### config.mk
export PLATFORM = sky130hd
export DESIGN_NAME = hysteresis_bar_quantizer_flat
export DESIGN_NICKNAME = d
export VERILOG_FILES = /design/src/sv/hbq_pkg.sv /design/src/sv/hbq_if.sv /design/src/sv/hbq_div.sv /design/src/sv/hysteresis_bar_quantizer.sv /design/src/flat_wrapper.sv
export SDC_FILE = /design/constraint.sdc
export NUM_CORES = 2
export LEC_CHECK = 0
export BUFFER_PORTS_ARGS = -buffer_cell sky130_fd_sc_hd__buf_2
export CORE_MARGIN = 5
export CORE_UTILIZATION = 51
export CTS_CLUSTER_DIAMETER = 200
export CTS_CLUSTER_SIZE = 16
export DETAILED_ROUTE_END_ITERATION = 10
export PLACE_DENSITY = 0.78
export SLEW_MARGIN = 0
export SYNTH_ARGS = -nofsm -noshare
export SYNTH_HDL_FRONTEND = slang
export SYNTH_SLANG_ARGS = --single-unit
export TNS_END_PERCENT = 1
### constraint.sdc
create_clock -name clk -period 32.3 [get_ports clk]
set_input_delay 6.46 -clock clk [delete_from_list [all_inputs] [get_ports clk]]
set_output_delay 6.46 -clock clk [all_outputs]
set_load 0.005 [all_outputs]
### src/sv/hbq_pkg.sv
// ============================================================================
// hbq_pkg: shared types and constants
// widths, register codes, divider stage type and divider step function
// ============================================================================
`timescale 1ns / 1ps

package hbq_pkg;

  localparam int COLUMN_COUNT = 16;
  localparam int TOP_LEVEL    = 15;

  localparam int COL_W   = 4;
  localparam int SLOT_W  = $clog2(COLUMN_COUNT);
  localparam int LEVEL_W = 4;
  localparam int MV_W    = 17;
  localparam int CELL_W  = 5;
  localparam int RANGE_W = 13;
  localparam int HYST_W  = 7;
  localparam int IDX_W   = 3;
  localparam int DATA_W  = 13;

  // range limits: 13 bit times 5 bit
  localparam int DEN_W = RANGE_W + CELL_W;
  // quotient tq <= TOP_LEVEL * 256
  localparam int Q_W   = 12;
  // numerator (v - lo) * TOP_LEVEL * 256 with v - lo < 2^17
  localparam int NUM_W = MV_W + Q_W;
  localparam int QBIT_W = $clog2(Q_W);

  localparam logic [Q_W-1:0]     HALF_Q8   = Q_W'(128);
  localparam logic [LEVEL_W-1:0] TOP_CODE  = LEVEL_W'(TOP_LEVEL);

  typedef enum logic [IDX_W-1:0] {
    REG_RANGE_LOW   = 3'd0,
    REG_RANGE_HIGH  = 3'd1,
    REG_HYSTERESIS  = 3'd2,
    REG_WARN_FIRST  = 3'd3,
    REG_WARN_SECOND = 3'd4
  } hbq_reg_t;

  typedef struct packed {
    logic [COL_W-1:0] column;
    logic             force_zero;
    logic             force_top;
  } hbq_tag_t;

  typedef struct packed {
    logic             valid;
    hbq_tag_t         tag;
    logic [NUM_W-1:0] rem;
    logic [DEN_W-1:0] den;
    logic [Q_W-1:0]   quo;
  } hbq_div_t;

  // one restoring step: try den shifted to quotient bit bitpos
  function automatic hbq_div_t div_step(input hbq_div_t s, input logic [QBIT_W-1:0] bitpos);
    logic [NUM_W:0] trial;
    hbq_div_t       r;
    trial = {{(NUM_W + 1 - DEN_W){1'b0}}, s.den} << bitpos;
    r = s;
    if ({1'b0, s.rem} >= trial) begin
      r.rem         = NUM_W'({1'b0, s.rem} - trial);
      r.quo[bitpos] = 1'b1;
    end
    return r;
  endfunction

endpackage

### src/sv/hbq_if.sv
// ============================================================================
// hbq_if: channel interfaces
// sample, result and configuration write channels with valid/ready
// ============================================================================
`timescale 1ns / 1ps

interface hbq_sample_if import hbq_pkg::*; ();
  logic               valid;
  logic               ready;
  logic [COL_W-1:0]   column;
  logic [MV_W-1:0]    sample_mv;
  logic [CELL_W-1:0]  cell_count;

  modport source (output valid, output column, output sample_mv, output cell_count,
                  input ready);
  modport sink   (input valid, input column, input sample_mv, input cell_count,
                  output ready);
endinterface

interface hbq_result_if import hbq_pkg::*; ();
  logic               valid;
  logic               ready;
  logic [COL_W-1:0]   out_column;
  logic [LEVEL_W-1:0] level;
  logic               warn_first;
  logic               warn_second;

  modport source (output valid, output out_column, output level, output warn_first,
                  output warn_second, input ready);
  modport sink   (input valid, input out_column, input level, input warn_first,
                  input warn_second, output ready);
endinterface

interface hbq_cfg_if import hbq_pkg::*; ();
  logic              valid;
  logic              ready;
  logic [IDX_W-1:0]  index;
  logic [DATA_W-1:0] data;

  modport source (output valid, output index, output data, input ready);
  modport sink   (input valid, input index, input data, output ready);
endinterface

### src/sv/hbq_div.sv
// ============================================================================
// hbq_div: pipelined restoring divider
// one quotient bit per stage, msb first, tag carried alongside
// ============================================================================
`timescale 1ns / 1ps

module hbq_div import hbq_pkg::*; (
  input  logic     clk,
  input  logic     rst,
  input  logic     en,
  input  hbq_div_t din,
  output hbq_div_t dout
);

  hbq_div_t stage [Q_W];

  always_ff @(posedge clk) begin
    if (rst) begin
      for (int i = 0; i < Q_W; i++) begin
        stage[i].valid <= 1'b0;
      end
    end else if (en) begin
      stage[0] <= div_step(din, QBIT_W'(Q_W - 1));
      for (int i = 1; i < Q_W; i++) begin
        stage[i] <= div_step(stage[i-1], QBIT_W'(Q_W - 1 - i));
      end
    end
  end

  assign dout = stage[Q_W-1];

endmodule

### src/sv/hysteresis_bar_quantizer.sv
// ============================================================================
// hysteresis_bar_quantizer: bar level quantizer with per-column hysteresis
// one item accepted per cycle sustained while the result channel does not stall
// pipelined through the 12-stage divider (one quotient bit per stage) and a registered level ram read
// sync reset: config to defaults, pipeline empty, every column level reads as zero
// ============================================================================
`timescale 1ns / 1ps

module hysteresis_bar_quantizer import hbq_pkg::*; (
  input  logic clk,
  input  logic rst,
  hbq_sample_if.sink   sample,
  hbq_result_if.source result,
  hbq_cfg_if.sink      cfg
);

  // --------------------------------------------------------------------------
  // configuration registers, always ready
  // --------------------------------------------------------------------------
  logic [RANGE_W-1:0] range_low_mv;
  logic [RANGE_W-1:0] range_high_mv;
  logic [HYST_W-1:0]  hysteresis_q8;
  logic [LEVEL_W-1:0] warn_first_level;
  logic [LEVEL_W-1:0] warn_second_level;

  assign cfg.ready = 1'b1;

  always_ff @(posedge clk) begin
    if (rst) begin
      range_low_mv      <= RANGE_W'(2800);
      range_high_mv     <= RANGE_W'(4300);
      hysteresis_q8     <= HYST_W'(64);
      warn_first_level  <= LEVEL_W'(7);
      warn_second_level <= LEVEL_W'(3);
    end else if (cfg.valid) begin
      unique case (hbq_reg_t'(cfg.index))
        REG_RANGE_LOW:   range_low_mv      <= cfg.data[RANGE_W-1:0];
        REG_RANGE_HIGH:  range_high_mv     <= cfg.data[RANGE_W-1:0];
        REG_HYSTERESIS:  hysteresis_q8     <= cfg.data[HYST_W-1:0];
        REG_WARN_FIRST:  warn_first_level  <= cfg.data[LEVEL_W-1:0];
        REG_WARN_SECOND: warn_second_level <= cfg.data[LEVEL_W-1:0];
        default: ;  // indexes past the list are ignored
      endcase
    end
  end

  // --------------------------------------------------------------------------
  // pipeline control
  // the whole pipe shifts together; it may shift while a result waits
  // in the output register as long as the final stage holds a bubble
  // --------------------------------------------------------------------------
  logic res_valid;
  logic f_valid;
  logic load;
  logic en;

  assign load         = !res_valid || result.ready;
  assign en           = load || !f_valid;
  assign sample.ready = en;

  // --------------------------------------------------------------------------
  // stage 1: scale the range by the cell count
  // --------------------------------------------------------------------------
  logic               s1_valid;
  logic [COL_W-1:0]   s1_column;
  logic [MV_W-1:0]    s1_v;
  logic [DEN_W-1:0]   s1_lo;
  logic [DEN_W-1:0]   s1_hi;

  always_ff @(posedge clk) begin
    if (rst) begin
      s1_valid <= 1'b0;
    end else if (en) begin
      s1_valid <= sample.valid;
    end
  end

  always_ff @(posedge clk) begin
    if (en) begin
      s1_column <= sample.column;
      s1_v      <= sample.sample_mv;
      s1_lo     <= DEN_W'(range_low_mv) * DEN_W'(sample.cell_count);
      s1_hi     <= DEN_W'(range_high_mv) * DEN_W'(sample.cell_count);
    end
  end

  // --------------------------------------------------------------------------
  // stage 2: range checks, numerator (v - lo) * 15 * 256, denominator hi - lo
  // --------------------------------------------------------------------------
  logic [DEN_W-1:0] s1_v_ext;
  logic             below;
  logic             above;
  logic [MV_W-1:0]  diff;
  hbq_div_t         div_in;
  hbq_div_t         div_out;

  assign s1_v_ext = DEN_W'(s1_v);
  assign below    = s1_v_ext < s1_lo;
  assign above    = s1_v_ext > s1_hi;
  // only meaningful when lo <= v, where v - lo fits the sample width
  assign diff     = MV_W'(s1_v_ext - s1_lo);

  always_ff @(posedge clk) begin
    if (rst) begin
      div_in.valid <= 1'b0;
    end else if (en) begin
      div_in.valid <= s1_valid;
    end
    if (en) begin
      div_in.tag.column     <= s1_column;
      // below range wins, then above range, then an empty range
      div_in.tag.force_zero <= below || (!above && (s1_hi <= s1_lo));
      div_in.tag.force_top  <= !below && above;
      // times 15 as times 16 minus one, then the q8 shift
      div_in.rem            <= {diff, 12'b0} - NUM_W'({diff, 8'b0});
      div_in.den            <= s1_hi - s1_lo;
      div_in.quo            <= '0;
    end
  end

  // --------------------------------------------------------------------------
  // stages 3 to 14: pipelined divide, tq = num / den
  // --------------------------------------------------------------------------
  hbq_div u_div (
    .clk  (clk),
    .rst  (rst),
    .en   (en),
    .din  (div_in),
    .dout (div_out)
  );

  // --------------------------------------------------------------------------
  // column level memory: read as the item enters the final stage,
  // written as it leaves; an item one behind on the same column takes
  // the level through the forward path since the read saw the old entry
  // --------------------------------------------------------------------------
  logic [LEVEL_W-1:0]      level_mem [COLUMN_COUNT];
  logic [COLUMN_COUNT-1:0] level_written;
  logic [LEVEL_W-1:0]      rd_level;
  logic                    rd_written;
  logic                    fwd_hit;
  logic [LEVEL_W-1:0]      fwd_level;
  logic                    wr_en;
  logic [SLOT_W-1:0]       rd_slot;
  logic [SLOT_W-1:0]       wr_slot;

  hbq_div_t           f;
  logic [LEVEL_W-1:0] f_level;

  assign f_valid = f.valid;
  assign wr_en   = f.valid && load;
  assign rd_slot = div_out.tag.column[SLOT_W-1:0];
  assign wr_slot = f.tag.column[SLOT_W-1:0];

  always_ff @(posedge clk) begin
    if (wr_en) begin
      level_mem[wr_slot] <= f_level;
    end
    if (en) begin
      rd_level <= level_mem[rd_slot];
    end
  end

  // entry valid bits give the all-zero reset without a clearing pass
  always_ff @(posedge clk) begin
    if (rst) begin
      level_written <= '0;
    end else if (wr_en) begin
      level_written[wr_slot] <= 1'b1;
    end
  end

  always_ff @(posedge clk) begin
    if (rst) begin
      f.valid    <= 1'b0;
      rd_written <= 1'b0;
      fwd_hit    <= 1'b0;
    end else if (en) begin
      f.valid    <= div_out.valid;
      rd_written <= level_written[rd_slot];
      fwd_hit    <= f.valid && (f.tag.column == div_out.tag.column);
    end
    if (en) begin
      f.tag     <= div_out.tag;
      f.rem     <= div_out.rem;
      f.den     <= div_out.den;
      f.quo     <= div_out.quo;
      fwd_level <= f_level;
    end
  end

  // --------------------------------------------------------------------------
  // stage 15: rounding with hysteresis against the stored level
  // --------------------------------------------------------------------------
  logic [LEVEL_W-1:0] cur_level;
  logic [Q_W-1:0]     rounded;
  logic [Q_W-1:0]     rounded_up;
  logic [Q_W-1:0]     rounded_dn;
  logic [LEVEL_W-1:0] base;

  assign cur_level  = fwd_hit ? fwd_level : (rd_written ? rd_level : '0);
  // tq <= 3840, so adding a half step plus the hysteresis stays in 12 bits
  assign rounded    = f.quo + HALF_Q8;
  assign rounded_up = rounded - Q_W'(hysteresis_q8);
  assign rounded_dn = rounded + Q_W'(hysteresis_q8);
  assign base       = rounded[Q_W-1:8];

  always_comb begin
    if (f.tag.force_zero) begin
      f_level = '0;
    end else if (f.tag.force_top) begin
      f_level = TOP_CODE;
    end else if (base > cur_level) begin
      // rising: harder to step up
      f_level = rounded_up[Q_W-1:8];
    end else if (base < cur_level) begin
      // falling: harder to step down
      f_level = rounded_dn[Q_W-1:8];
    end else begin
      f_level = base;
    end
  end

  // --------------------------------------------------------------------------
  // stage 16: output register
  // --------------------------------------------------------------------------
  logic [COL_W-1:0]   res_column;
  logic [LEVEL_W-1:0] res_level;
  logic               res_warn_first;
  logic               res_warn_second;

  always_ff @(posedge clk) begin
    if (rst) begin
      res_valid <= 1'b0;
    end else if (load) begin
      res_valid <= f.valid;
    end
  end

  always_ff @(posedge clk) begin
    if (load) begin
      res_column      <= f.tag.column;
      res_level       <= f_level;
      res_warn_first  <= f_level <= warn_first_level;
      res_warn_second <= f_level <= warn_second_level;
    end
  end

  assign result.valid       = res_valid;
  assign result.out_column  = res_column;
  assign result.level       = res_level;
  assign result.warn_first  = res_warn_first;
  assign result.warn_second = res_warn_second;

endmodule

### src/flat_wrapper.sv
// flat-port wrapper written by rule: the top's interface ports become plain ports
module hysteresis_bar_quantizer_flat import hbq_pkg::*;
  (clk, rst, sample_valid, sample_column, sample_sample_mv, sample_cell_count, sample_ready, result_valid, result_out_column, result_level, result_warn_first, result_warn_second, result_ready, cfg_valid, cfg_index, cfg_data, cfg_ready);
  hbq_sample_if sample_i ();
  hbq_result_if result_i ();
  hbq_cfg_if cfg_i ();
  input  logic clk;
  input  logic rst;
  input wire logic [$bits(sample_i.valid)-1:0] sample_valid;
  input wire logic [$bits(sample_i.column)-1:0] sample_column;
  input wire logic [$bits(sample_i.sample_mv)-1:0] sample_sample_mv;
  input wire logic [$bits(sample_i.cell_count)-1:0] sample_cell_count;
  output wire logic [$bits(sample_i.ready)-1:0] sample_ready;
  output wire logic [$bits(result_i.valid)-1:0] result_valid;
  output wire logic [$bits(result_i.out_column)-1:0] result_out_column;
  output wire logic [$bits(result_i.level)-1:0] result_level;
  output wire logic [$bits(result_i.warn_first)-1:0] result_warn_first;
  output wire logic [$bits(result_i.warn_second)-1:0] result_warn_second;
  input wire logic [$bits(result_i.ready)-1:0] result_ready;
  input wire logic [$bits(cfg_i.valid)-1:0] cfg_valid;
  input wire logic [$bits(cfg_i.index)-1:0] cfg_index;
  input wire logic [$bits(cfg_i.data)-1:0] cfg_data;
  output wire logic [$bits(cfg_i.ready)-1:0] cfg_ready;
  assign sample_i.valid = sample_valid;
  assign sample_i.column = sample_column;
  assign sample_i.sample_mv = sample_sample_mv;
  assign sample_i.cell_count = sample_cell_count;
  assign sample_ready = sample_i.ready;
  assign result_valid = result_i.valid;
  assign result_out_column = result_i.out_column;
  assign result_level = result_i.level;
  assign result_warn_first = result_i.warn_first;
  assign result_warn_second = result_i.warn_second;
  assign result_i.ready = result_ready;
  assign cfg_i.valid = cfg_valid;
  assign cfg_i.index = cfg_index;
  assign cfg_i.data = cfg_data;
  assign cfg_ready = cfg_i.ready;
  hysteresis_bar_quantizer u_core (.clk(clk), .rst(rst), .sample(sample_i), .result(result_i), .cfg(cfg_i));
endmodule
======== Yosys cells after proc, flatten, opt, wreduce, memory -nomap -nowiden ========
Memory sizes are Yosys's and may differ from the RTL's. A register that Yosys moved wholly into a read port is not among the register bits.
Index checks and enable logic that the tools add are counted.
operators by class
  add/sub/neg operators ................... 18
  multipliers ............................. 2
  magnitude comparators ................... 22
  equality and inequality tests ........... 5
  multiplexer cells ....................... 101
  bitwise gates (word level) .............. 13
  reduce and logical (&&, ||, !) cells .... 18
operators with widths
  kind              number
  $mux W29          36
  $sub A29 B25 Y29  2
  $mux W1           57
  $mul A13 B5 Y18   2
  $ge A29 B18 Y1    1
  $ge A29 B19 Y1    1
  $ge A29 B20 Y1    1
  $ge A29 B21 Y1    1
  $ge A29 B22 Y1    1
  $ge A29 B23 Y1    1
  $ge A29 B24 Y1    1
  $ge A29 B25 Y1    1
  $ge A29 B26 Y1    1
  $ge A29 B27 Y1    1
  $ge A29 B28 Y1    1
  $ge A29 B29 Y1    1
  $sub A29 B18 Y29  1
  $sub A29 B19 Y29  1
  $sub A29 B20 Y29  1
  $sub A29 B21 Y29  1
  $sub A29 B22 Y29  1
  $sub A29 B23 Y29  1
  $sub A29 B24 Y29  1
  $sub A29 B26 Y29  1
  other kinds (30)  62
storage, ports and cells
  register bits ........................... 205
  memory bits (writable) .................. 856
  input bits .............................. 47
  logic and storage cells ................. 211
  memories kept ........................... 2
memory list
  memory              words  width  read ports  clocked after Yosys merged registers in  wr ports  line                             RTL
  u_core.u_div.stage  12     66     12          0                                        12        hbq_div.sv:15                    hbq_div_t stage [Q_W];
  u_core.level_mem    16     4      1           1                                        1         hysteresis_bar_quantizer.sv:137  logic [LEVEL_W-1:0] level_mem [COLUMN_COUNT];

======== Longest topological paths before layout ========
  depth after elaboration ................. 8
  gate-level depth with buffers ........... 21
  mapped depth without buffers ............ 21

======== Modules after synthesis ========
A second synthesis with hierarchy kept.
second synthesis, totals
  cells, all modules ...................... 4690
  area total of the unflattened synthesis .. 55979.9 sq um
modules (own cells, without submodules)
  module                    times used  cells each  area each (sq um)  sequential area each (sq um)
  hbq_div                   1           3159        39203.8            23782.8
  hysteresis_bar_quantizer  1           1531        16776.1            7327.0

======== Least setup slack after synthesis ========
OpenSTA, ideal clock, no wires.
  path kind ............................... input to register
  start point ............................. input result_ready
  end point ............................... memory u_core.u_div.stage[0][131] in the netlist's numbering (data pin)
  setup time .............................. 264 ps
  data arrival time ....................... 24433 ps
  required time ........................... 32036 ps
  slack ................................... 7603 ps
  stages on the path ...................... 5
  buffers on the path ..................... 2
  cell sequence ........................... nor2b_1 > clkbuf_1 > a21oi_1 > clkbuf_1 > and2_1
RTL lines
  element          line                RTL
  start, declared  flat_wrapper.sv:19  input wire logic [$bits(result_i.ready)-1:0] result_ready;
  end, declared    hbq_div.sv:15

======== Worst setup path after layout ========
  start point ............................. input result_ready
  end point ............................... output sample_ready
between the ends
  cells in the longest elaborated chain, start to end .. 2
ends and longest elaborated chain
  element             line                            RTL
  $logic_or A1 B1 Y1  hysteresis_bar_quantizer.sv:57  assign load = !res_valid || result.ready;
  $logic_or A1 B1 Y1  hysteresis_bar_quantizer.sv:58  assign en = load || !f_valid;
  end, declared       flat_wrapper.sv:13              output wire logic [$bits(sample_i.ready)-1:0] sample_ready;
No other way between the ends.

==> impl_metrics.py <==
metrics = {
    "floorplanning": {
        "start_util_pct": 51.6,
        "die_y_um": 320,
        "rows": 113,
        "fp.dieArea_um2": 103000,
        "die_x_um": 320,
        "coreArea_um2": 95300,
        "io_pins": 60,
    },
    "run": {
        "max_cap_violations": 0,
    },
    "synth": {
        "post_synth.cell_area_avg_um2": 11.4,
        "synthTopCellsByCount": "edfxtp_1, inv_1, ha_1",
        "netlist_area_um2": 49100,
        "synthFlopType": "edfxtp_1",
        "ys_async_sr_fraction_pct": 0,
        "ys_seq_area_share_pct": 52.8,
        "yosysTopAreaCellShare_pct": 50.2,
        "synth-edff-count": 821,
        "synth_nets": 4793,
        "synthCells": 4309,
        "synth_warnings": 0,
        "yosysTopAreaCell": "edfxtp_1",
        "yosys-top-cells-area": "edfxtp_1, ha_1, inv_1, fa_1, a21oi_1",
        "ys_seq_elements": 884,
        "synth_cell_types": 89,
        "yosysMostFrequentCell": "edfxtp_1",
    },
    "drt": {
        "avgViaCountPerCell": 5.59,
        "drc": 0,
        "met1_length_um": 40200,
        "routedWlPerCell_um": 17.3,
        "met2_length_um": 50300,
        "ant_nets": 0,
        "drtIter0Drc": 2340,
        "route.met3.wl_um": 3840,
        "routed.top_layer": "met5",
        "wl_um": 98300,
        "vias": 31700,
        "dr.pass1.iters": 7,
    },
    "final_layout": {
        "multiInputGateArea_um2": 21100,
        "diodes": 0,
        "final-seq-area_um2": 25900,
        "area_delta_synth_final_pct": 7.08,
        "nNetsFinal": 4857,
        "drive_gt1_share_pct": 6.25,
        "fillers": 7812,
        "final_area_um2": 52600,
    },
    "min_path": {
        "hold_end": "u_core.div_in[61]",
        "min_path_cells": 0,
        "hold_path.class": "register to register",
        "min_from": "u_core.s1_column[0]",
    },
    "critical_path": {
        "setup.worst_path.start": "result_ready",
        "ff2ff_path_depth": 16,
        "cp-end-kind": "primary output",
        "worstReg2RegEnd": "u_core.s1_lo[16]",
        "crit_family": "simple AND/OR/NAND/NOR gates",
        "path_max_fanout": 39,
        "crit_path_start_kind": "input pin",
        "critPathArrivalTime_ps": 8170,
        "reg2reg_from": "u_core.range_low_mv[0]",
        "slowest_delay_ps": 690,
        "crit_path_cell_trace": "buf_2 -> nor2b_1 -> nand2_4 -> buf_2",
        "r2r_slack_ps": 27640,
        "cp_num_buf_inv": 2,
        "slowest_stage": "nor2b_1",
        "cp.required_ps": 25840,
        "crit_top_cell": "buf_2",
        "path_class": "input pin to primary output",
    },
    "clocking": {
        "cts_sinks": 884,
        "cts_tree": "built",
        "htree_num_levels": 2,
        "clock_latency_ps": 650,
        "clk_pin_slew_ps": 80,
        "cts_buffers": 61,
        "cts_buffer_depth": 3,
        "cts_root_buf": "clkbuf_16",
        "cts_hold_buf": 0,
        "cts_setup_buffers": 0,
        "ctsResizeCount": 0,
    },
    "run_status": {
        "status": "finished, final reports clean",
    },
    "global_route": {
        "grt_pass1_wl_um": 158000,
        "grt-ovfl-total": 0,
        "antenna_found_initial": 1,
        "grt_pass1_vias": 31200,
        "grt_start_max_net_pins": 229,
        "grt_usage_pct": 18.7,
    },
    "power": {
        "p_per_area_nw_per_um2": 88.1,
        "peakVddDrop_uv": 120,
        "total_power_uw": 4630,
        "p_leak_uw": 0.0214,
    },
    "timing": {
        "tns_ps": 0,
        "fmax_mhz": 68.4,
        "maxSlewHeadroom_pct": 15.2,
        "fin_worst_skew_ps": 20.8,
        "worstMarginPinSlew_ps": 1270,
        "hold_violations": 0,
        "fin_crit_sh_pct": 45.3,
        "rsz0062_at_grt": "false",
        "finalSetupViolCount": 0,
        "period_needed_ps": 14630,
        "maxSlewViolCount": 0,
    },
    "placement": {
        "place_congestion": 0.906,
        "placed_area_um2": 50900,
        "io_buffers": 58,
        "dp_hpwl_um": 72400,
    },
}
-- registers in the layout, summed over array words and instances, names as in the netlist, 14 cells and up --
| name | count |
|---|---|
| u_core.level_written | 16 |
| u_core.div_in | 46 |
| u_core.f | 14 |
| u_core.s1_lo | 18 |
| u_core.s1_hi | 18 |
| u_core.s1_v | 17 |
| u_core.u_div.stage | 619 |
| u_core.level_mem | 64 |
-- how the worst max path moves through the flow --
stage / endpoint / cells after the start
floorplan: u_core.u_div.stage[0][131] / 5
global placement: sample_ready / 4
detailed placement: sample_ready / 4
CTS: sample_ready / 4
global route: sample_ready / 4
finish: sample_ready / 4
-- layout make-up --
cell class | instances | share of cell area (%)
sequential | 884 | 49.3
tap | 1265 | 3.01
clock inverter | 3 | 0.0999
clock buffer | 89 | 3.14
multi-input combinational | 2864 | 40.1
timing repair buffer | 78 | 0.885
inverter | 484 | 3.45
-- placed cells by master (no fill, tap or decap), types with 12 or more instances in the layout --
cell type,instances
a21boi_0,25
ha_1,358
edfxtp_1,821
xnor2_1,169
clkbuf_16,62
a21oi_1,296
nand3_1,66
o31ai_1,26
a211oi_1,15
buf_2,58
nor2b_1,56
nand2b_1,40
nor2_1,344
nor3_1,95
xor2_1,96
mux2i_1,19
o21a_1,42
mux2_2,55
mux4_2,25
or2_2,17
nand3b_1,23
and2_1,111
inv_1,481
a211o_1,12
a21o_1,102
o21ai_0,163
and3_1,27
buf_4,18
clkbuf_1,27
nor4_1,26
o21bai_1,21
fa_1,79
nand4_1,39
nand2_1,298
o211ai_1,18
a31oi_1,20
or3_1,33
dfxtp_1,63
-- report_power, final --
group | leakage [uW] | total [uW] | switching (uW) | internal, uW
combinational | 0.0120 | 2110 | 1190 | 923
sequential | 0.00858 | 1800 | 157 | 1640
clock | 0.000819 | 723 | 370 | 352
-- per-layer routing --
layer,vias to the layer above,track usage [%]
met3,208,1.86
li1,15500,-
met4,2,7.08
met1,15200,23.1
met2,776,34.1
met5,-,0
-- stage by stage --
step	cells	util (%)	worst slack, ps	hold slack, ps
finish	5667	55.2	17670	412
global route	5667	55.2	17580	421
CTS	5667	55.2	17640	413
detailed placement	5575	53.4	17670	405
global placement	5575	53.4	17710	400
floorplan	4309	-	7600	400
-- cells by family (layout without fill, tap and decap cells) --
family	count (synthesis)	after routing	synth area share [%]
and+or+nand+nor	1219	1219	12.1
DFF	884	884	52.8
AOI/OAI and AO/OA	842	842	10.9
buffers and inverters	561	654	4.35
adders and majority gates	437	437	12.3
xor gates and xnor gates	266	266	4.77
muxes	99	99	2.79
other	1	1	0.00763
(Power assumes the default switching activity.)
